--- src/sv/lpht_pkg.sv ---
// Shared types, constants and codes for the linear probe hash table unit.
package lpht_pkg;

    localparam int SLOTS_DEFAULT = 128;
    localparam int KEY_BITS      = 32;
    localparam int VALUE_BITS    = 32;
    localparam int ENTRY_BITS    = 8;
    localparam int Q_DEPTH       = 2;

    // One-round FNV-1a mix constants
    localparam logic [63:0] MIX_OFFSET = 64'hCBF2_9CE4_8422_2325;
    localparam logic [63:0] MIX_PRIME  = 64'h0000_0100_0000_01B3;

    typedef enum logic [1:0] {
        ACT_LOOKUP  = 2'd0,
        ACT_INSERT  = 2'd1,
        ACT_RESTART = 2'd2,
        ACT_NEXT    = 2'd3
    } action_t;

    typedef enum logic [1:0] {
        ST_OK        = 2'd0,
        ST_NOT_FOUND = 2'd1,
        ST_FULL      = 2'd2,
        ST_END       = 2'd3
    } status_t;

    typedef enum logic [1:0] {
        BK_IDLE,
        BK_PROBE,
        BK_SCAN,
        BK_EMIT
    } back_state_t;

    typedef struct packed {
        action_t                      action;
        logic signed [KEY_BITS-1:0]   key;
        logic        [VALUE_BITS-1:0] value;
    } req_t;

    typedef struct packed {
        status_t                      status;
        logic signed [KEY_BITS-1:0]   result_key;
        logic        [VALUE_BITS-1:0] result_value;
        logic        [ENTRY_BITS-1:0] entry_total;
    } rsp_t;

    typedef struct packed {
        action_t                      action;
        logic        [KEY_BITS-1:0]   key;
        logic        [VALUE_BITS-1:0] value;
    } cmd_t;

    typedef struct packed {
        logic [KEY_BITS-1:0]   key;
        logic [VALUE_BITS-1:0] value;
    } slot_entry_t;

endpackage

--- src/sv/lpht_front.sv ---
// Front stage: accept request words, compute the home slot, hand commands to the queue.
module lpht_front
    import lpht_pkg::*;
#(
    parameter int SLOTS = SLOTS_DEFAULT
)
(
    input  logic                          clk,
    input  logic                          rst_n,
    input  logic                          req_valid,
    output logic                          req_stall,
    input  req_t                          req,
    output logic                          push_valid,
    input  logic                          push_full,
    output cmd_t                          push_cmd,
    output logic [$clog2(SLOTS)-1:0]      push_home
);

    localparam int SLOT_BITS = $clog2(SLOTS);

    logic                 front_valid_reg;
    logic                 front_valid_next;
    cmd_t                 cmd_reg;
    logic [SLOT_BITS-1:0] home_reg;

    logic [63:0]          key_ext;
    logic [SLOT_BITS-1:0] mix_lo;
    logic [SLOT_BITS-1:0] prime_lo;
    logic [SLOT_BITS-1:0] home;
    logic                 take;
    logic                 push;

    // Only the low slot bits of the 64-bit product matter, and they depend
    // only on the low slot bits of both operands.
    assign key_ext  = 64'(req.key);
    assign mix_lo   = SLOT_BITS'(MIX_OFFSET ^ key_ext);
    assign prime_lo = SLOT_BITS'(MIX_PRIME);
    assign home     = mix_lo * prime_lo;

    assign push      = front_valid_reg && !push_full;
    assign req_stall = front_valid_reg && push_full;
    assign take      = req_valid && !req_stall;

    always_comb
    begin
        front_valid_next = front_valid_reg;
        if (take)
        begin
            front_valid_next = 1'b1;
        end
        else if (push)
        begin
            front_valid_next = 1'b0;
        end
    end

    always_ff @(posedge clk or negedge rst_n)
    begin
        if (!rst_n)
        begin
            front_valid_reg <= 1'b0;
        end
        else
        begin
            front_valid_reg <= front_valid_next;
        end
    end

    always_ff @(posedge clk)
    begin
        if (take)
        begin
            cmd_reg.action <= req.action;
            cmd_reg.key    <= req.key;
            cmd_reg.value  <= req.value;
            home_reg       <= home;
        end
    end

    assign push_valid = front_valid_reg;
    assign push_cmd   = cmd_reg;
    assign push_home  = home_reg;

endmodule

--- config.mk ---
export PLATFORM = sky130hd
export DESIGN_NAME = lpht_front
export DESIGN_NICKNAME = d
export VERILOG_FILES = /design/src/sv/lpht_pkg.sv /design/src/sv/lpht_front.sv
export SDC_FILE = /design/constraint.sdc
export NUM_CORES = 1
export LEC_CHECK = 0
export BUFFER_PORTS_ARGS = -buffer_cell sky130_fd_sc_hd__buf_2
export CAP_MARGIN = 20
export CORE_MARGIN = 2
export CORE_UTILIZATION = 43
export DETAILED_ROUTE_END_ITERATION = 7
export PLACE_DENSITY = 0.84
export SETUP_SLACK_MARGIN = 0.4
export SYNTH_ARGS = -nofsm -noshare
export SYNTH_HDL_FRONTEND = slang
export SYNTH_SLANG_ARGS = --single-unit
--- constraint.sdc ---
create_clock -name clk -period 5.2 [get_ports clk]
set_input_delay 0.26 -clock clk [delete_from_list [all_inputs] [get_ports clk]]
set_output_delay 0.26 -clock clk [all_outputs]
set_load 0.01 [all_outputs]
==> out/results.tsv <==
metric	value	unit
hold_ws	100	ps
CP endpoint kind	flip-flop	
Net Count, Synth	188	
outcome	completed	
CTS tree	done	
Ys Warns	0	
Inserted Clock Buffers	9	
worst-margin pin slew	1020	ps
initial antenna violation count	2	
IO Port Bufs	144	
Post-CTS Resized	0	
clk_lat worst skew	330	ps
worst-path cell chain	and2_1, nor2b_4, buf_4	
post-CTS setup buffer count	0	
first drt pass iteration count	4	
MaxCap Viol Count	0	
min cycle time layout	2290	ps
NumNets Final	345	
first-pass GRT wire length	7500	um
CTS Buffer Depth	2	
cell count after synthesis	103	
Highest Clock Rate	437	MHz
critical path required time	5180	ps
CP max stage cell	nor2b_4	
synthesized flop and latch total	74	
largest net degree at the start of global routing	39	
post-synthesis sequential area ratio	87.7	%
area grow syn2layout	40.3	%
vias in the first global route	1562	
I/O pin cnt	145	
DR vias	1541	
Overall Global Routing Usage	16.3	%
antenna viol nets, final	0	
crit path from	push_valid$_DFFE_PN0P_	
Sw Ratio	23.1	%
Flop pwr share	57.0	%
Die Area	6510	um2
internal power	0.000962	W
Synth cell types	13	
RSZ-0062 raised after global routing	no	
H-tree depth	3	
global route overflow	0	
reg2reg start	push_valid$_DFFE_PN0P_	
WP data arrival	2260	ps
sw power	0.000290	W
crit path kind	reg -> reg	
most common cell after layout, fill and taps aside	buf_2	
Starting Density	45.1	%
clock skew	8.88	ps
DRC viols	0	
post-synth top area share	86.7	%
Post-Syn Area	2530	um2
row cnt	27	
Die X-Extent	80.7	um
Total Wirelength	5200	um
Fin. Hold Viols	0	
CTS clock-pin slew for the worst setup and hold paths	80	ps
chip height	80.7	um
per-cell routed wire length	15.4	um
share of total power in combinational logic	11.7	%
Core Region	5610	um2
Clk pwr share	31.4	%
commonest non-fill, non-tap cells in the layout	buf_2 (144), edfxtp_1 (73), ha_1 (13)	
Worst slew margin	31.8	%
DP HPWL	3950	um
crit path max fanout	38	
Clock Tree Root	clkbuf_8	
P_leak	1.57	nW
clk sinks	74	
gpl congestion	0.702	
DR iter-0 viols	90	
Largest stage delay, worst path	800	ps
P per Cell Area	353	nW/um2
fin crit share	44.0	%
drt via density	4.56	
TNS Setup	0	ps
area leader, netlist	edfxtp_1	
worst vdd ir	165	uV
mean area per synthesized cell	24.6	um2
synth top area cells	edfxtp_1 (87%), ha_1 (6.4%), fa_1 (1.6%)	
startpoint type of the worst setup path	flip-flop	
Hold Crit Start	req[9]	
Hold Path Class	in -> reg	
# setup viols final	0	
layout cell share with drive strength beyond 1	61.1	%
Slew Viols, Final	0	
==> per-layer routing <==
layer  vias up  part of all wire [%]  global-route usage [%]
met1       713                    36                    16.5
met5         -                  0.38                       0
met4         2                   1.7                    6.78
met2        97                    48                    27.1
li1        717                     -                       -
met3        12                    14                    9.78
==> registers in the layout (all words and copies together) (netlist names) <==
signal	cells
push_cmd	66
push_home	7
push_valid	1
==> logic make-up (layout without fill, tap and decap cells) <==
family | Yosys count | count (layout) | synth area share, %
other | 0 | 1 | 0
adder cells (fa/ha/maj) | 15 | 15 | 8.02
buffers and inverters | 3 | 165 | 0.445
AO/OA/AOI/OAI | 2 | 2 | 0.495
flip-flops | 74 | 74 | 87.7
AND/OR/NAND/NOR | 3 | 3 | 0.743
XOR/XNOR | 6 | 6 | 2.62
==> critical path: cells and delay by family (launching register included) <==
family | cells | cell delay (ps)
flops | 1 | 370
buf+inv | 1 | 540
simple gates | 2 | 1000
==> layout make-up <==
type | count | area (um2)
diodes | 1 | 2.50
clock buffers | 11 | 141
clock inverters | 5 | 38.8
fillers | 436 | 2060
inverters | 3 | 11.3
multi-input cells | 26 | 308
flip-flops and latches | 74 | 2220
well taps | 72 | 90.1
repair buffers | 146 | 738
==> cell usage after synthesis (all sizes together) <==
| master | number |
|---|---|
| xor2 | 2 |
| or2 | 1 |
| ha | 13 |
| dfrtp | 1 |
| xnor3 | 1 |
| inv | 3 |
| a21oi | 1 |
| edfxtp | 73 |
| xnor2 | 3 |
| nor2b | 1 |
| a21o | 1 |
| and2 | 1 |
| fa | 2 |
==> path summary, 6_finish.rpt <==
path | endpoint | slack (ps) | cells after the start
max | push_cmd[45]$_DFFE_PP_ | 2910 | 3
min | push_cmd[9]$_DFFE_PP_ | 100 | 1
max reg2reg | push_cmd[45]$_DFFE_PP_ | 2910 | 3
min reg2reg | push_valid$_DFFE_PN0P_ | 700 | 2
max in group asynchronous | push_valid$_DFFE_PN0P_ | 4890 | 2
min in group asynchronous | push_valid$_DFFE_PN0P_ | 230 | 2
==> repair_timing <==
action	4_1_cts	5_1_grt
hold endpoints to repair	1	0
setup endpoints to repair	0	0
hold buffers	1	0
==> per-stage QoR <==
stage          setup slack (ps)  util (%)  cell area, um2  power, W  cells
2_1_floorplan               820         -            2530  0.000801    103
3_3_place_gp               2780      59.8            3350  0.000868    320
3_5_place_dp               2690      59.8            3350  0.000874    320
4_1_cts                    2860      63.2            3540   0.00127    337
5_1_grt                    2740      63.3            3550   0.00131    338
6_report                   2910      63.3            3550   0.00125    338
==> power by group through the flow <==
stage          clock (W)  sequential, W  combinational, W
3_3_place_gp           0       0.000724          0.000145
3_5_place_dp           0       0.000725          0.000149
5_1_grt         0.000431       0.000716          0.000162
6_report        0.000392       0.000713          0.000146
2_1_floorplan          0       0.000750         0.0000513
4_1_cts         0.000408       0.000713          0.000149
Note: power is estimated with default switching activity, not from simulation.
