### src/sv/lpht_pkg.sv
// Shared types, constants and codes for the linear probe hash table unit.
package lpht_pkg;

    localparam int SLOTS_DEFAULT = 128;
    localparam int KEY_BITS      = 32;
    localparam int VALUE_BITS    = 32;
    localparam int ENTRY_BITS    = 8;
    localparam int Q_DEPTH       = 2;

    // One-round FNV-1a mix constants
    localparam logic [63:0] MIX_OFFSET = 64'hCBF2_9CE4_8422_2325;
    localparam logic [63:0] MIX_PRIME  = 64'h0000_0100_0000_01B3;

    typedef enum logic [1:0] {
        ACT_LOOKUP  = 2'd0,
        ACT_INSERT  = 2'd1,
        ACT_RESTART = 2'd2,
        ACT_NEXT    = 2'd3
    } action_t;

    typedef enum logic [1:0] {
        ST_OK        = 2'd0,
        ST_NOT_FOUND = 2'd1,
        ST_FULL      = 2'd2,
        ST_END       = 2'd3
    } status_t;

    typedef enum logic [1:0] {
        BK_IDLE,
        BK_PROBE,
        BK_SCAN,
        BK_EMIT
    } back_state_t;

    typedef struct packed {
        action_t                      action;
        logic signed [KEY_BITS-1:0]   key;
        logic        [VALUE_BITS-1:0] value;
    } req_t;

    typedef struct packed {
        status_t                      status;
        logic signed [KEY_BITS-1:0]   result_key;
        logic        [VALUE_BITS-1:0] result_value;
        logic        [ENTRY_BITS-1:0] entry_total;
    } rsp_t;

    typedef struct packed {
        action_t                      action;
        logic        [KEY_BITS-1:0]   key;
        logic        [VALUE_BITS-1:0] value;
    } cmd_t;

    typedef struct packed {
        logic [KEY_BITS-1:0]   key;
        logic [VALUE_BITS-1:0] value;
    } slot_entry_t;

endpackage

### src/sv/lpht_cmd_queue.sv
// Short command queue between the front stage and the probe engine.
module lpht_cmd_queue
    import lpht_pkg::*;
#(
    parameter int SLOTS = SLOTS_DEFAULT
)
(
    input  logic                          clk,
    input  logic                          rst_n,
    input  logic                          push_valid,
    output logic                          push_full,
    input  cmd_t                          push_cmd,
    input  logic [$clog2(SLOTS)-1:0]      push_home,
    output logic                          head_valid,
    input  logic                          pop,
    output cmd_t                          head_cmd,
    output logic [$clog2(SLOTS)-1:0]      head_home
);

    localparam int SLOT_BITS = $clog2(SLOTS);
    localparam int PTR_BITS  = (Q_DEPTH > 1) ? $clog2(Q_DEPTH) : 1;
    localparam int FILL_BITS = $clog2(Q_DEPTH + 1);

    cmd_t                 cmd_reg  [Q_DEPTH];
    logic [SLOT_BITS-1:0] home_reg [Q_DEPTH];
    logic [PTR_BITS-1:0]  wr_ptr_reg;
    logic [PTR_BITS-1:0]  wr_ptr_next;
    logic [PTR_BITS-1:0]  rd_ptr_reg;
    logic [PTR_BITS-1:0]  rd_ptr_next;
    logic [FILL_BITS-1:0] fill_reg;
    logic [FILL_BITS-1:0] fill_next;
    logic                 do_push;
    logic                 do_pop;

    assign push_full  = (fill_reg == FILL_BITS'(Q_DEPTH));
    assign head_valid = (fill_reg != '0);
    assign do_push    = push_valid && !push_full;
    assign do_pop     = pop && head_valid;

    always_comb
    begin
        wr_ptr_next = wr_ptr_reg;
        rd_ptr_next = rd_ptr_reg;
        fill_next   = fill_reg;
        if (do_push)
        begin
            wr_ptr_next = (wr_ptr_reg == PTR_BITS'(Q_DEPTH - 1)) ? '0
                                                                  : wr_ptr_reg + PTR_BITS'(1);
        end
        if (do_pop)
        begin
            rd_ptr_next = (rd_ptr_reg == PTR_BITS'(Q_DEPTH - 1)) ? '0
                                                                  : rd_ptr_reg + PTR_BITS'(1);
        end
        if (do_push && !do_pop)
        begin
            fill_next = fill_reg + FILL_BITS'(1);
        end
        else if (do_pop && !do_push)
        begin
            fill_next = fill_reg - FILL_BITS'(1);
        end
    end

    always_ff @(posedge clk or negedge rst_n)
    begin
        if (!rst_n)
        begin
            wr_ptr_reg <= '0;
            rd_ptr_reg <= '0;
            fill_reg   <= '0;
        end
        else
        begin
            wr_ptr_reg <= wr_ptr_next;
            rd_ptr_reg <= rd_ptr_next;
            fill_reg   <= fill_next;
        end
    end

    always_ff @(posedge clk)
    begin
        if (do_push)
        begin
            cmd_reg[wr_ptr_reg]  <= push_cmd;
            home_reg[wr_ptr_reg] <= push_home;
        end
    end

    assign head_cmd  = cmd_reg[rd_ptr_reg];
    assign head_home = home_reg[rd_ptr_reg];

endmodule

### config.mk
export PLATFORM = sky130hd
export DESIGN_NAME = lpht_cmd_queue
export DESIGN_NICKNAME = d
export VERILOG_FILES = /design/src/sv/lpht_pkg.sv /design/src/sv/lpht_cmd_queue.sv
export SDC_FILE = /design/constraint.sdc
export NUM_CORES = 1
export LEC_CHECK = 0
export BUFFER_PORTS_ARGS = -buffer_cell sky130_fd_sc_hd__buf_4
export CAP_MARGIN = 20
export CORE_ASPECT_RATIO = 0.75
export CORE_MARGIN = 2
export CORE_UTILIZATION = 50
export CTS_CLUSTER_DIAMETER = 30
export DETAILED_ROUTE_END_ITERATION = 10
export PLACE_DENSITY = 0.76
export SLEW_MARGIN = 20
export SYNTH_ARGS = -nofsm -noshare
export SYNTH_HDL_FRONTEND = slang
export SYNTH_SLANG_ARGS = --single-unit
### constraint.sdc
create_clock -name clk -period 12.85 [get_ports clk]
set_clock_uncertainty 0.1 [all_clocks]
set_input_delay 1.285 -clock clk [delete_from_list [all_inputs] [get_ports clk]]
set_output_delay 1.285 -clock clk [all_outputs]
set_load 0.005 [all_outputs]
==> flow_summary.html, run 1 <==
<table>
<tr><th>Metric</th><th>Value</th></tr>
<tr><th colspan="2">Timing</th></tr>
<tr><td>Final critical-path share of the clock period</td><td>0.3043</td></tr>
<tr><td>Worst setup slack after layout</td><td>8.940 ns</td></tr>
<tr><td>Worst-Margin Slew</td><td>1.023 ns</td></tr>
<tr><td>Final max-slew violation count</td><td>0</td></tr>
<tr><td>Tightest hold margin</td><td>0.3740 ns</td></tr>
<tr><td>Setup repair after global routing missed its margin</td><td>no</td></tr>
<tr><td>Min Tclk post-route</td><td>3.910 ns</td></tr>
<tr><td>Setup Viol. Count Final</td><td>0</td></tr>
<tr><td>Total negative slack for setup checks</td><td>0 ns</td></tr>
<tr><td>F_max</td><td>255.7 MHz</td></tr>
<tr><td>Worst slew margin</td><td>0.3183</td></tr>
<tr><td>Final Hold Viols</td><td>0</td></tr>
<tr><th colspan="2">Critical path</th></tr>
<tr><td>Data arrival time of the critical path</td><td>2.53 ns</td></tr>
<tr><td>Required @ worst endpoint</td><td>11.47 ns</td></tr>
<tr><td>Kind of capture point of the worst setup path</td><td>primary output</td></tr>
<tr><td>Peak fanout along the critical path</td><td>38</td></tr>
<tr><td>Worst setup path category</td><td>reg -&gt; out</td></tr>
<tr><td>Nature of the critical path startpoint</td><td>flop</td></tr>
<tr><th colspan="2">Detailed routing</th></tr>
<tr><td>Total wire length</td><td>10180 um</td></tr>
<tr><td>Remaining routing DRC violations</td><td>0</td></tr>
<tr><td>Avg Vias per Cell</td><td>4.920</td></tr>
<tr><td>TritonRoute pass-1 iters</td><td>4</td></tr>
<tr><td>Routed wire length per instance</td><td>18.05 um</td></tr>
<tr><td>Number of nets with antenna violations after detailed routing</td><td>0</td></tr>
<tr><td>Drt initial violations</td><td>257</td></tr>
<tr><td>Total number of vias</td><td>2775</td></tr>
<tr><th colspan="2">Floorplanning</th></tr>
<tr><td>Number of cell rows</td><td>33</td></tr>
<tr><td>Number of I/O pins</td><td>152</td></tr>
<tr><td>Overall die area</td><td>12310 um^2</td></tr>
<tr><td>Y dimension of the die</td><td>96.59 um</td></tr>
<tr><td>Starting density of the core</td><td>0.5184</td></tr>
<tr><td>Area inside the core boundary</td><td>11020 um^2</td></tr>
<tr><td>Die extent in x</td><td>127.5 um</td></tr>
<tr><th colspan="2">Logic synthesis</th></tr>
<tr><td>Average cell area after synthesis</td><td>23.23 um^2</td></tr>
<tr><td>Mux share of post-synthesis cell area</td><td>0.1832</td></tr>
<tr><td>Number of cells produced by synthesis</td><td>246</td></tr>
<tr><td>Share of the synthesized area in the top cell type</td><td>0.7671</td></tr>
<tr><td>Syn. warnings</td><td>0</td></tr>
<tr><td>Cells taking the most area after synthesis</td><td>edfxtp_1 (77%), mux2_4 (16%), mux2_2 (2.6%)</td></tr>
<tr><td>Share of synthesized registers carrying an async set or reset</td><td>0.02667</td></tr>
<tr><td>Most used standard cells in the synthesized netlist</td><td>edfxtp_1 (146), mux2_4 (60), mux2_2 (13)</td></tr>
<tr><td>EDFF count, synth</td><td>146</td></tr>
<tr><td>Fraction of the mapped netlist area in compound gates</td><td>0</td></tr>
<tr><td>Synth Net Count</td><td>324</td></tr>
<tr><td>Cell area after synthesis</td><td>5715 um^2</td></tr>
<tr><td>Netlist cell types</td><td>15</td></tr>
<tr><td>Library cell with the highest instance count after synthesis</td><td>edfxtp_1</td></tr>
<tr><td>Most common flop cell mapped by yosys</td><td>edfxtp_1</td></tr>
<tr><td>Yosys reg bits</td><td>150</td></tr>
<tr><td>Leading area contributor after synthesis</td><td>edfxtp_1</td></tr>
<tr><td>Post-Synth XOR/XNOR Area</td><td>0.007662</td></tr>
<tr><td>Main combinational cell family by area after synthesis</td><td>multiplexers</td></tr>
<tr><td>Post-synthesis share of cell area spent on and, or, nand and nor gates</td><td>0.006349</td></tr>
<tr><td>Share of the yosys chip area belonging to registers</td><td>0.7846</td></tr>
<tr><td>Adder-cell share of the synthesized area</td><td>0.002189</td></tr>
<tr><th colspan="2">Clocking</th></tr>
<tr><td>Htree depth</td><td>4</td></tr>
<tr><td>Clock Latency Late Sink</td><td>0.41 ns</td></tr>
<tr><td>Clock edge transition at the registers on the reported setup and hold paths</td><td>0.06 ns</td></tr>
<tr><td>Clk Tree Root Cell</td><td>clkbuf_16</td></tr>
<tr><td>Cts bufs inserted</td><td>17</td></tr>
<tr><td>Worst-case clock buffer depth</td><td>2</td></tr>
<tr><td>Hold buffer count at cts</td><td>0</td></tr>
<tr><td>CTS tree</td><td>done</td></tr>
<tr><td>Number of gates resized after cts</td><td>0</td></tr>
<tr><td>Number of post-CTS setup repair buffers</td><td>0</td></tr>
<tr><td>Clock tree sinks</td><td>150</td></tr>
<tr><th colspan="2">GRT</th></tr>
<tr><td>Initial antenna violation count</td><td>0</td></tr>
<tr><td>Vias in the first global route</td><td>2789</td></tr>
<tr><td>Maximum number of pins on one net before global-route repair</td><td>74</td></tr>
<tr><td>Global-route wire length before repair</td><td>14710 um</td></tr>
<tr><td>Aggregate global-route resource usage</td><td>0.1660</td></tr>
<tr><td>Remaining global-route overflow</td><td>0</td></tr>
<tr><th colspan="2">Power</th></tr>
<tr><td>Leakage dissipation</td><td>0.003030 uW</td></tr>
<tr><td>Power density normalized to cell area</td><td>230.4 nW/um^2</td></tr>
<tr><td>Max VDD drop</td><td>0.1680 mV</td></tr>
<tr><th colspan="2">Placement</th></tr>
<tr><td>Sum of net half-perimeters after detailed placement</td><td>6497 um</td></tr>
<tr><td>Pre-CTS setup slack</td><td>9.349 ns</td></tr>
<tr><td>Total placed cells including tap cells</td><td>531</td></tr>
<tr><td>Count of input and output buffers</td><td>151</td></tr>
<tr><td>Routability congestion estimate</td><td>0.7232</td></tr>
<tr><th colspan="2">Final layout</th></tr>
<tr><td>Post-route insts no fill</td><td>564</td></tr>
<tr><td>Flip-flop count of the largest register after layout</td><td>132</td></tr>
<tr><td>Share of cells above drive strength 1</td><td>0.6179</td></tr>
<tr><td>Final net count</td><td>489</td></tr>
<tr><td>Number of fill cells in the layout</td><td>713</td></tr>
<tr><td>Area overhead of the layout relative to synthesis</td><td>33.03%</td></tr>
<tr><td>Antenna Diode Count</td><td>0</td></tr>
<tr><th colspan="2">Hold path</th></tr>
<tr><td>Hold Crit Class</td><td>reg -&gt; reg</td></tr>
<tr><th colspan="2">Status</th></tr>
<tr><td>Outcome</td><td>completed</td></tr>
<tr><th colspan="2">Flow run</th></tr>
<tr><td>Max capacitance violation total</td><td>0</td></tr>
</table>
[per-layer routing]
metal | wire (um) | share of wire | track usage | vias to the layer above
met4 | 136 | 0.013 | 0.07967 | 0
met1 | 4629 | 0.45 | 0.2138 | 1345
met5 | 0 | 0 | 0 | -
li1 | - | - | - | 1300
met2 | 4690 | 0.46 | 0.2549 | 117
met3 | 723 | 0.071 | 0.05947 | 13
[cells by family (layout without fill, tap and decap cells)]
family,Yosys count,count (layout)
muxes,73,73
and+or+nand+nor,7,7
buffers and inverters,10,188
DFF,150,150
xor gates and xnor gates,5,5
adders and majority gates,1,1
[placed cells by master (no fill, tap or decap), drive strengths merged]
master,netlist,routed
inv,2,6
and3,1,1
bufinv,0,3
buf,8,154
xor2,2,2
edfxtp,146,146
dfrtp,4,4
clkinvlp,0,5
or2b,1,1
xnor2,3,3
nor2,2,2
nand2,2,2
mux2,73,73
ha,1,1
clkbuf,0,18
or2,1,1
clkinv,0,2
[where the power goes]
| group | total, uW | internal [uW] | switching, uW |
|---|---|---|---|
| clock network | 500 | 307 | 193 |
| registers | 730 | 671 | 58.8 |
| logic | 521 | 319 | 202 |
| total | 1750 | 1300 | 454 |
[stage by stage]
step | instance area, um^2 | total power [uW] | util
3_5_place_dp | 6972 | 1262 | 0.6324
2_1_floorplan | 5715 | 1042 | -
6_report | 7604 | 1752 | 0.6897
4_1_cts | 7576 | 1764 | 0.6872
3_3_place_gp | 6972 | 1251 | 0.6324
5_1_grt | 7604 | 1830 | 0.6897
[layout make-up]
type / count / area (um^2) / area share
timing repair buffer: 154 / 1176 / 0.1547
tap: 140 / 175.2 / 0.02304
clock inverter: 14 / 175.2 / 0.02304
clock buffer: 18 / 429.2 / 0.05644
sequential: 150 / 4488 / 0.5903
multi-input combinational: 86 / 1152 / 0.1516
inverter: 2 / 7.507 / 0.0009873
[path summary, 6_finish.rpt]
check                           depth (start not counted)             end   startpoint  slack, ns
worst max-delay path                                    3    head_cmd[44]   rd_ptr_reg       8.94
worst min-delay path                                    1     fill_reg[1]  fill_reg[1]       0.37
worst max register to register                          5  cmd_reg[0][44]  fill_reg[1]      10.41
worst min register to register                          1     fill_reg[1]  fill_reg[1]       0.37
max in group asynchronous                               1      rd_ptr_reg        rst_n      11.98
min in group asynchronous                               1      rd_ptr_reg        rst_n       0.56
[critical path: stages, from the launching register on]
cell	delay, ns
dfrtp_4	0.86
buf_4	0.65
mux2_2	0.41
buf_4	0.13
Power figures use the tool's default switching activity.
==> run 2, diff against run 1 <==
==> constraint.sdc (replaced) <==
create_clock -name clk -period 4.04 [get_ports clk]
set_clock_uncertainty 0.1 [all_clocks]
set_input_delay 0.404 -clock clk [delete_from_list [all_inputs] [get_ports clk]]
set_output_delay 0.404 -clock clk [all_outputs]
set_load 0.005 [all_outputs]
==> flow_summary.html, run 2 (synthesis results as in run 1) <==
<table>
<tr><th>Metric</th><th>Value</th></tr>
<tr><th colspan="2">Final layout</th></tr>
<tr><td>Most frequent standard cell in the layout excluding fill and tap cells</td><td>buf_4</td></tr>
<tr><td>Flip-flop count of the largest register after layout</td><td>132 (unchanged)</td></tr>
<tr><td>Area overhead of the layout relative to synthesis</td><td>32.66%</td></tr>
<tr><td>Most used cells in the layout excluding fill and tap cells</td><td>buf_4 (152), edfxtp_1 (146), mux2_4 (60), clkbuf_16 (17), mux2_2 (13)</td></tr>
<tr><td>Final net count</td><td>489 (unchanged)</td></tr>
<tr><td>Post-route cell area</td><td>7582 um^2 (-0.28%)</td></tr>
<tr><td>Antenna Diode Count</td><td>0 (unchanged)</td></tr>
<tr><td>Share of cells above drive strength 1</td><td>0.6085 (-0.009434)</td></tr>
<tr><th colspan="2">Placement</th></tr>
<tr><td>Routability congestion estimate</td><td>0.7240 (+0.11%)</td></tr>
<tr><td>Cell area after placement</td><td>6984 um^2 (+0.18%)</td></tr>
<tr><td>Pre-CTS setup slack</td><td>1.813 ns (-7.536 ns)</td></tr>
<tr><td>Count of input and output buffers</td><td>151 (unchanged)</td></tr>
<tr><td>Sum of net half-perimeters after detailed placement</td><td>6562 um (+1.0%)</td></tr>
<tr><th colspan="2">Floorplanning</th></tr>
<tr><td>Y dimension of the die</td><td>96.59 um (unchanged)</td></tr>
<tr><td>Area inside the core boundary</td><td>11020 um^2 (unchanged)</td></tr>
<tr><td>Starting density of the core</td><td>0.5184 (unchanged)</td></tr>
<tr><td>Number of I/O pins</td><td>152 (unchanged)</td></tr>
<tr><td>Overall die area</td><td>12310 um^2 (unchanged)</td></tr>
<tr><td>Number of cell rows</td><td>33 (unchanged)</td></tr>
<tr><td>Die extent in x</td><td>127.5 um (unchanged)</td></tr>
<tr><th colspan="2">Detailed routing</th></tr>
<tr><td>Routed wire length per instance</td><td>18.25 um (+1.1%)</td></tr>
<tr><td>Drt initial violations</td><td>154 (-40%)</td></tr>
<tr><td>Number of nets with antenna violations after detailed routing</td><td>0 (unchanged)</td></tr>
<tr><td>Total number of vias</td><td>2778 (+0.11%)</td></tr>
<tr><td>TritonRoute pass-1 iters</td><td>6 (+2)</td></tr>
<tr><td>Avg Vias per Cell</td><td>4.926 (+0.11%)</td></tr>
<tr><td>Total wire length</td><td>10290 um (+1.1%)</td></tr>
<tr><td>Remaining routing DRC violations</td><td>0 (unchanged)</td></tr>
<tr><th colspan="2">Timing</th></tr>
<tr><td>Total negative slack for setup checks</td><td>0 ns (unchanged)</td></tr>
<tr><td>Worst setup slack after layout</td><td>1.396 ns (-7.544 ns)</td></tr>
<tr><td>F_max</td><td>378.2 MHz</td></tr>
<tr><td>Final Hold Viols</td><td>0 (unchanged)</td></tr>
<tr><td>Worst slew margin</td><td>0.3183 (about the same)</td></tr>
<tr><td>Min Tclk post-route</td><td>2.644 ns</td></tr>
<tr><td>Setup repair after global routing missed its margin</td><td>no</td></tr>
<tr><td>Final max-slew violation count</td><td>0 (unchanged)</td></tr>
<tr><td>Final critical-path share of the clock period</td><td>0.6546</td></tr>
<tr><td>Worst-Margin Slew</td><td>1.023 ns (-0.00001943 ns)</td></tr>
<tr><td>Setup Viol. Count Final</td><td>0 (unchanged)</td></tr>
<tr><th colspan="2">Power</th></tr>
<tr><td>Part of the total power dissipated in the clock network</td><td>0.282 (-0.004)</td></tr>
<tr><td>Leakage dissipation</td><td>0.003025 uW (-0.14%)</td></tr>
<tr><td>Total power consumption of the routed design</td><td>5536 uW (+220%)</td></tr>
<tr><td>Proportion of power drawn by flip-flops and latches</td><td>0.418 (about the same)</td></tr>
<tr><td>Power density normalized to cell area</td><td>730.1 nW/um^2 (+220%)</td></tr>
<tr><td>Internal power</td><td>4113 uW (+220%)</td></tr>
<tr><td>Switching power summed over all nets</td><td>1423 uW (+210%)</td></tr>
<tr><td>Max VDD drop</td><td>0.4819 mV (+190%)</td></tr>
<tr><td>Switching share of power</td><td>0.2570 (-0.002374)</td></tr>
<tr><td>Power share of the combinational group</td><td>0.300 (+0.003)</td></tr>
<tr><th colspan="2">GRT</th></tr>
<tr><td>Global-route wire length before repair</td><td>14860 um (+1.0%)</td></tr>
<tr><td>Remaining global-route overflow</td><td>0 (unchanged)</td></tr>
<tr><td>Maximum number of pins on one net before global-route repair</td><td>74 (unchanged)</td></tr>
<tr><td>Vias in the first global route</td><td>2883 (+3.4%)</td></tr>
<tr><td>Aggregate global-route resource usage</td><td>0.1688 (+0.002749)</td></tr>
<tr><td>Initial antenna violation count</td><td>0 (unchanged)</td></tr>
<tr><th colspan="2">Clocking</th></tr>
<tr><td>CTS tree</td><td>done</td></tr>
<tr><td>Hold buffer count at cts</td><td>1 (+1)</td></tr>
<tr><td>Cts bufs inserted</td><td>17 (unchanged)</td></tr>
<tr><td>Clock Latency Late Sink</td><td>0.41 ns (about the same)</td></tr>
<tr><td>Number of post-CTS setup repair buffers</td><td>0 (unchanged)</td></tr>
<tr><td>Htree depth</td><td>4 (unchanged)</td></tr>
<tr><td>Worst-case clock buffer depth</td><td>2 (unchanged)</td></tr>
<tr><td>Clock tree sinks</td><td>150 (unchanged)</td></tr>
<tr><td>Clock edge transition at the registers on the reported setup and hold paths</td><td>0.06 ns (about the same)</td></tr>
<tr><td>Number of gates resized after cts</td><td>0 (unchanged)</td></tr>
<tr><td>Clk Tree Root Cell</td><td>clkbuf_16</td></tr>
<tr><th colspan="2">Critical path</th></tr>
<tr><td>Worst stage delay on the critical path</td><td>0.78 ns (-0.08 ns)</td></tr>
<tr><td>Peak fanout along the critical path</td><td>44 (+16%)</td></tr>
<tr><td>Worst setup path category</td><td>reg -&gt; out</td></tr>
<tr><td>Required @ worst endpoint</td><td>3.54 ns (-7.93 ns)</td></tr>
<tr><td>Cell family with the largest share of critical-path delay</td><td>flip-flops</td></tr>
<tr><td>Cell chain of the critical path</td><td>buf_12, mux2_2, buf_4</td></tr>
<tr><td>Buffers &amp; Inverters on Critical Path</td><td>2 (unchanged)</td></tr>
<tr><td>Nature of the critical path startpoint</td><td>flop</td></tr>
<tr><td>Critical path's slowest cell</td><td>dfrtp_4</td></tr>
<tr><td>Data arrival time of the critical path</td><td>2.14 ns (-0.39 ns)</td></tr>
<tr><td>Kind of capture point of the worst setup path</td><td>primary output</td></tr>
<tr><th colspan="2">Flow run</th></tr>
<tr><td>Max capacitance violation total</td><td>0 (unchanged)</td></tr>
<tr><th colspan="2">Hold path</th></tr>
<tr><td>Hold Crit Class</td><td>in -&gt; reg</td></tr>
<tr><th colspan="2">Status</th></tr>
<tr><td>Outcome</td><td>completed</td></tr>
</table>
==> run 2: routing by layer <==
layer  up-vias  global-route usage  wire (um)
met5         -                   0          0
met1      1359              0.2064       4401
met3         9             0.07819        884
met2       110              0.2692       4909
li1       1300                   -          -
met4         0             0.05769         99
==> run 2: layout make-up <==
type | count | area (um^2)
well taps | 140 | 175.2
clock buffers | 19 | 432.9
fillers | 721 | 3442
repair buffers | 154 | 1171
flip-flops and latches | 150 | 4488
inverters | 2 | 7.507
clock inverters | 13 | 155.1
multi-input cells | 86 | 1152
==> run 2: metrics by stage <==
stage          utilization  cells  hold slack (ns)
6_report            0.6878    564          0.07273
5_1_grt             0.6878    564          0.05324
4_1_cts             0.6878    564          0.05672
3_5_place_dp        0.6335    531           0.1053
3_3_place_gp        0.6335    531           0.1043
2_1_floorplan            -    246         0.008409
==> run 2: final timing paths <==
kind / startpoint / endpoint / slack (ns) / depth (start not counted)
worst max register to register: fill_reg[1] / cmd_reg[0][10] / 1.99 / 4
min in group asynchronous: rst_n / wr_ptr_reg / 0.27 / 2
worst min register to register: fill_reg[1] / fill_reg[1] / 0.39 / 1
max in group asynchronous: rst_n / rd_ptr_reg / 3.44 / 2
worst max-delay path: rd_ptr_reg / head_cmd[38] / 1.40 / 3
worst min-delay path: push_cmd[1] / cmd_reg[0][1] / 0.07 / 1
==> run 2: power by group through the flow <==
| stage | clock, uW | sequential (uW) | combinational, uW |
|---|---|---|---|
| final | 1560 | 2310 | 1660 |
| after global routing | 1660 | 2350 | 1780 |
| after CTS | 1590 | 2320 | 1700 |
| after detailed placement | 0 | 2350 | 1680 |
| after global placement | 0 | 2330 | 1670 |
| after floorplan | 0 | 2250 | 1060 |
==> run 3, diff against run 2 <==
--- a/config.mk
+++ b/config.mk
@@ -5,6 +5,7 @@
 export SDC_FILE = /design/constraint.sdc
 export NUM_CORES = 1
 export LEC_CHECK = 0
+export ABC_AREA = 1
 export BUFFER_PORTS_ARGS = -buffer_cell sky130_fd_sc_hd__buf_4
 export CAP_MARGIN = 20
 export CORE_ASPECT_RATIO = 0.75
@@ -12,7 +13,7 @@
 export CORE_UTILIZATION = 50
 export CTS_CLUSTER_DIAMETER = 30
 export DETAILED_ROUTE_END_ITERATION = 10
-export PLACE_DENSITY = 0.76
+export PLACE_DENSITY = 0.77
 export SLEW_MARGIN = 20
 export SYNTH_ARGS = -nofsm -noshare
 export SYNTH_HDL_FRONTEND = slang
==> constraint.sdc (replaced) <==
create_clock -name clk -period 2.5 [get_ports clk]
set_clock_uncertainty 0.1 [all_clocks]
set_input_delay 0.25 -clock clk [delete_from_list [all_inputs] [get_ports clk]]
set_output_delay 0.25 -clock clk [all_outputs]
set_load 0.005 [all_outputs]
==> flow_summary.html, run 3 <==
<table>
<tr><th>Metric</th><th>Value</th></tr>
<tr><th colspan="2">GRT</th></tr>
<tr><td>Global-route wire length before repair</td><td>18580 um (+25%)</td></tr>
<tr><td>Initial antenna violation count</td><td>0 (unchanged)</td></tr>
<tr><td>Aggregate global-route resource usage</td><td>0.2056 (+0.03680)</td></tr>
<tr><td>Vias in the first global route</td><td>3835 (+33%)</td></tr>
<tr><td>Maximum number of pins on one net before global-route repair</td><td>75 (+1.4%)</td></tr>
<tr><td>Remaining global-route overflow</td><td>0 (unchanged)</td></tr>
<tr><th colspan="2">Clocking</th></tr>
<tr><td>Number of post-CTS setup repair buffers</td><td>0 (unchanged)</td></tr>
<tr><td>Clock tree sinks</td><td>150 (unchanged)</td></tr>
<tr><td>Clk Tree Root Cell</td><td>clkbuf_16</td></tr>
<tr><td>Number of gates resized after cts</td><td>0 (unchanged)</td></tr>
<tr><td>Htree depth</td><td>4 (unchanged)</td></tr>
<tr><td>Worst-case clock buffer depth</td><td>2 (unchanged)</td></tr>
<tr><td>CTS tree</td><td>done</td></tr>
<tr><td>Cts bufs inserted</td><td>17 (unchanged)</td></tr>
<tr><td>Clock Latency Late Sink</td><td>0.40 ns (about the same)</td></tr>
<tr><td>Clock edge transition at the registers on the reported setup and hold paths</td><td>0.06 ns (about the same)</td></tr>
<tr><th colspan="2">Logic synthesis</th></tr>
<tr><td>Yosys reg bits</td><td>150 (unchanged)</td></tr>
<tr><td>Share of the synthesized area in the top cell type</td><td>0.7920 (+0.02497)</td></tr>
<tr><td>EDFF count, synth</td><td>146 (unchanged)</td></tr>
<tr><td>Cells taking the most area after synthesis</td><td>edfxtp_1 (79%), nand2_1 (16%), dfrtp_1 (1.8%)</td></tr>
<tr><td>Most common flop cell mapped by yosys</td><td>edfxtp_1</td></tr>
<tr><td>Library cell with the highest instance count after synthesis</td><td>nand2_1</td></tr>
<tr><td>Cell area after synthesis</td><td>5535 um^2 (-3.2%)</td></tr>
<tr><td>Share of synthesized registers carrying an async set or reset</td><td>0.02667 (unchanged)</td></tr>
<tr><td>Leading area contributor after synthesis</td><td>edfxtp_1</td></tr>
<tr><td>Netlist cell types</td><td>14 (-1)</td></tr>
<tr><td>Number of cells produced by synthesis</td><td>413 (+68%)</td></tr>
<tr><td>Syn. warnings</td><td>0 (unchanged)</td></tr>
<tr><td>Average cell area after synthesis</td><td>13.40 um^2 (-42%)</td></tr>
<tr><td>Share of the yosys chip area belonging to registers</td><td>0.8101 (+0.02554)</td></tr>
<tr><td>Most used standard cells in the synthesized netlist</td><td>nand2_1 (230), edfxtp_1 (146), buf_2 (8)</td></tr>
<tr><td>Synth Net Count</td><td>491 (+52%)</td></tr>
<tr><th colspan="2">Final layout</th></tr>
<tr><td>Share of cells above drive strength 1</td><td>0.2883 (-0.3202)</td></tr>
<tr><td>Final Core Density</td><td>0.7533 (+0.06554)</td></tr>
<tr><td>Antenna Diode Count</td><td>0 (unchanged)</td></tr>
<tr><td>Flip-flop count of the largest register after layout</td><td>132 (unchanged)</td></tr>
<tr><td>Post-route insts no fill</td><td>799 (+42%)</td></tr>
<tr><td>Final net count</td><td>724 (+48%)</td></tr>
<tr><td>Most frequent standard cell in the layout excluding fill and tap cells</td><td>nand2_1</td></tr>
<tr><td>Most used cells in the layout excluding fill and tap cells</td><td>nand2_1 (230), buf_4 (153), edfxtp_1 (146), dlygate4sd3_1 (74), clkbuf_16 (17)</td></tr>
<tr><td>Area overhead of the layout relative to synthesis</td><td>47.78%</td></tr>
<tr><td>Number of fill cells in the layout</td><td>661 (-8.3%)</td></tr>
<tr><th colspan="2">Power</th></tr>
<tr><td>Max VDD drop</td><td>0.8852 mV (+84%)</td></tr>
<tr><td>Power density normalized to cell area</td><td>1106 nW/um^2 (+51%)</td></tr>
<tr><td>Leakage dissipation</td><td>0.003511 uW (+16%)</td></tr>
<tr><th colspan="2">Detailed routing</th></tr>
<tr><td>Total wire length</td><td>12120 um (+18%)</td></tr>
<tr><td>Number of nets with antenna violations after detailed routing</td><td>0 (unchanged)</td></tr>
<tr><td>Remaining routing DRC violations</td><td>0 (unchanged)</td></tr>
<tr><td>Drt initial violations</td><td>278 (+81%)</td></tr>
<tr><td>Total number of vias</td><td>3818 (+37%)</td></tr>
<tr><td>TritonRoute pass-1 iters</td><td>4 (-2)</td></tr>
<tr><td>Routed wire length per instance</td><td>15.16 um (-17%)</td></tr>
<tr><td>Avg Vias per Cell</td><td>4.778 (-3.0%)</td></tr>
<tr><th colspan="2">Timing</th></tr>
<tr><td>Final critical-path share of the clock period</td><td>0.8034</td></tr>
<tr><td>Worst-Margin Slew</td><td>0.4816 ns (-0.5409 ns)</td></tr>
<tr><td>Final Hold Viols</td><td>0 (unchanged)</td></tr>
<tr><td>Min Tclk post-route</td><td>2.008 ns</td></tr>
<tr><td>Total negative slack for setup checks</td><td>0 ns (unchanged)</td></tr>
<tr><td>Final max-slew violation count</td><td>0 (unchanged)</td></tr>
<tr><td>F_max</td><td>497.9 MHz</td></tr>
<tr><td>Worst slew margin</td><td>0.6789 (+0.3606)</td></tr>
<tr><td>Setup Viol. Count Final</td><td>0 (unchanged)</td></tr>
<tr><td>Worst setup slack after layout</td><td>0.4915 ns (-0.9041 ns)</td></tr>
<tr><td>Tightest hold margin</td><td>0.03799 ns (-0.03475 ns)</td></tr>
<tr><td>Setup repair after global routing missed its margin</td><td>no</td></tr>
<tr><th colspan="2">Placement</th></tr>
<tr><td>Routability congestion estimate</td><td>0.7599 (+5.0%)</td></tr>
<tr><td>Sum of net half-perimeters after detailed placement</td><td>6720 um (+2.4%)</td></tr>
<tr><td>Count of input and output buffers</td><td>151 (unchanged)</td></tr>
<tr><td>Pre-CTS setup slack</td><td>0.7320 ns (-1.081 ns)</td></tr>
<tr><td>Total placed cells including tap cells</td><td>693 (+31%)</td></tr>
<tr><th colspan="2">Critical path</th></tr>
<tr><td>Nature of the critical path startpoint</td><td>flop</td></tr>
<tr><td>Worst setup path category</td><td>reg -&gt; out</td></tr>
<tr><td>Critical path's slowest cell</td><td>dfrtp_2</td></tr>
<tr><td>Peak fanout along the critical path</td><td>45 (+2.3%)</td></tr>
<tr><td>Cell family with the largest share of critical-path delay</td><td>buffers and inverters</td></tr>
<tr><td>Reg2reg setup slack</td><td>0.71 ns (-1.28 ns)</td></tr>
<tr><td>Cell chain of the critical path</td><td>inv_2, buf_4, nand2_1, nand2_1, buf_4</td></tr>
<tr><td>Kind of capture point of the worst setup path</td><td>primary output</td></tr>
<tr><td>Required @ worst endpoint</td><td>2.15 ns (-1.39 ns)</td></tr>
<tr><td>Worst stage delay on the critical path</td><td>0.43 ns (-0.35 ns)</td></tr>
<tr><td>Data arrival time of the critical path</td><td>1.66 ns (-0.48 ns)</td></tr>
<tr><td>Buffers &amp; Inverters on Critical Path</td><td>3 (+1)</td></tr>
<tr><th colspan="2">Floorplanning</th></tr>
<tr><td>Die extent in x</td><td>125.5 um (-1.5%)</td></tr>
<tr><td>Overall die area</td><td>11940 um^2 (-3.0%)</td></tr>
<tr><td>Starting density of the core</td><td>0.5097 (-0.008707)</td></tr>
<tr><td>Number of I/O pins</td><td>152 (unchanged)</td></tr>
<tr><td>Y dimension of the die</td><td>95.12 um (-1.5%)</td></tr>
<tr><td>Area inside the core boundary</td><td>10860 um^2 (-1.5%)</td></tr>
<tr><td>Number of cell rows</td><td>33 (unchanged)</td></tr>
<tr><th colspan="2">Hold path</th></tr>
<tr><td>Hold Crit Class</td><td>in -&gt; reg</td></tr>
<tr><th colspan="2">Status</th></tr>
<tr><td>Outcome</td><td>completed</td></tr>
<tr><th colspan="2">Flow run</th></tr>
<tr><td>Max capacitance violation total</td><td>0 (unchanged)</td></tr>
</table>
run 3: cell count changes in the layout (fill, tap and decap cells not counted), sizes merged, moves of 2 or more:
cell and change:
buf +3, xor2 -2, dlygate4sd3 +73, nand3 +2, mux2 -73, inv +4
xnor2 -2, clkinv +3, nand2 +228
run 3: worst paths after layout:
kind,start,cells after the start,end
setup / recovery,rd_ptr_reg,5,head_cmd[27]
hold / removal,pop,3,rd_ptr_reg
setup reg to reg,fill_reg[1],6,cmd_reg[0][4]
hold reg to reg,wr_ptr_reg,2,wr_ptr_reg
max in group asynchronous,rst_n,2,rd_ptr_reg
min in group asynchronous,rst_n,2,rd_ptr_reg
run 3: where the power goes:
part | switching (uW) | internal (uW) | total [uW]
Combinational | 1590 | 1280 | 2870
Sequential | 145 | 3430 | 3580
Clock | 938 | 1660 | 2600
Total | 2670 | 6370 | 9040
run 3: final cells by class:
type,count,area [um^2],share of cell area
clock buffers,18,429.2,0.05246
clock inverters,14,182.7,0.02233
inverters,8,33.78,0.004130
multi-input cells,239,924.6,0.1130
flip-flops and latches,150,4486,0.5483
well taps,140,175.2,0.02141
repair buffers,230,1949,0.2383
run 3: tightest hold or removal path, stage by stage:
cell	delay, ns
buf_4	0.09
nand3_1	0.07
nand2_1	0.09
run 3: cells by family after synthesis:
logic type / after synthesis / synth area share
and+or+nand+nor: 236 / 0.1609
DFF: 150 / 0.8101
buffers and inverters: 24 / 0.02419
AOI/OAI and AO/OA: 1 / 0.0009033
xor gates and xnor gates: 1 / 0.001583
adders and majority gates: 1 / 0.002260
run 3: layer usage:
metal	vias to the layer above	global-route usage	wire length, um
met5	-	0	0
met4	0	0.05926	62
met3	7	0.06902	831
met2	130	0.3559	6186
met1	1828	0.2503	5035
li1	1853	-	-
run 3: what timing repair did:
action                                  in CTS  in global routing
endpoints found under the hold margin      150                  0
hold buffers                                74                  0
endpoints found under the setup margin       0                  0
run 3: per-stage QoR:
stage / cell area (um^2) / power (uW)
after floorplan: 5547 / 4956
after global placement: 6828 / 6318
after detailed placement: 6828 / 6389
after CTS: 8180 / 9097
after global routing: 8180 / 9545
final: 8180 / 9045
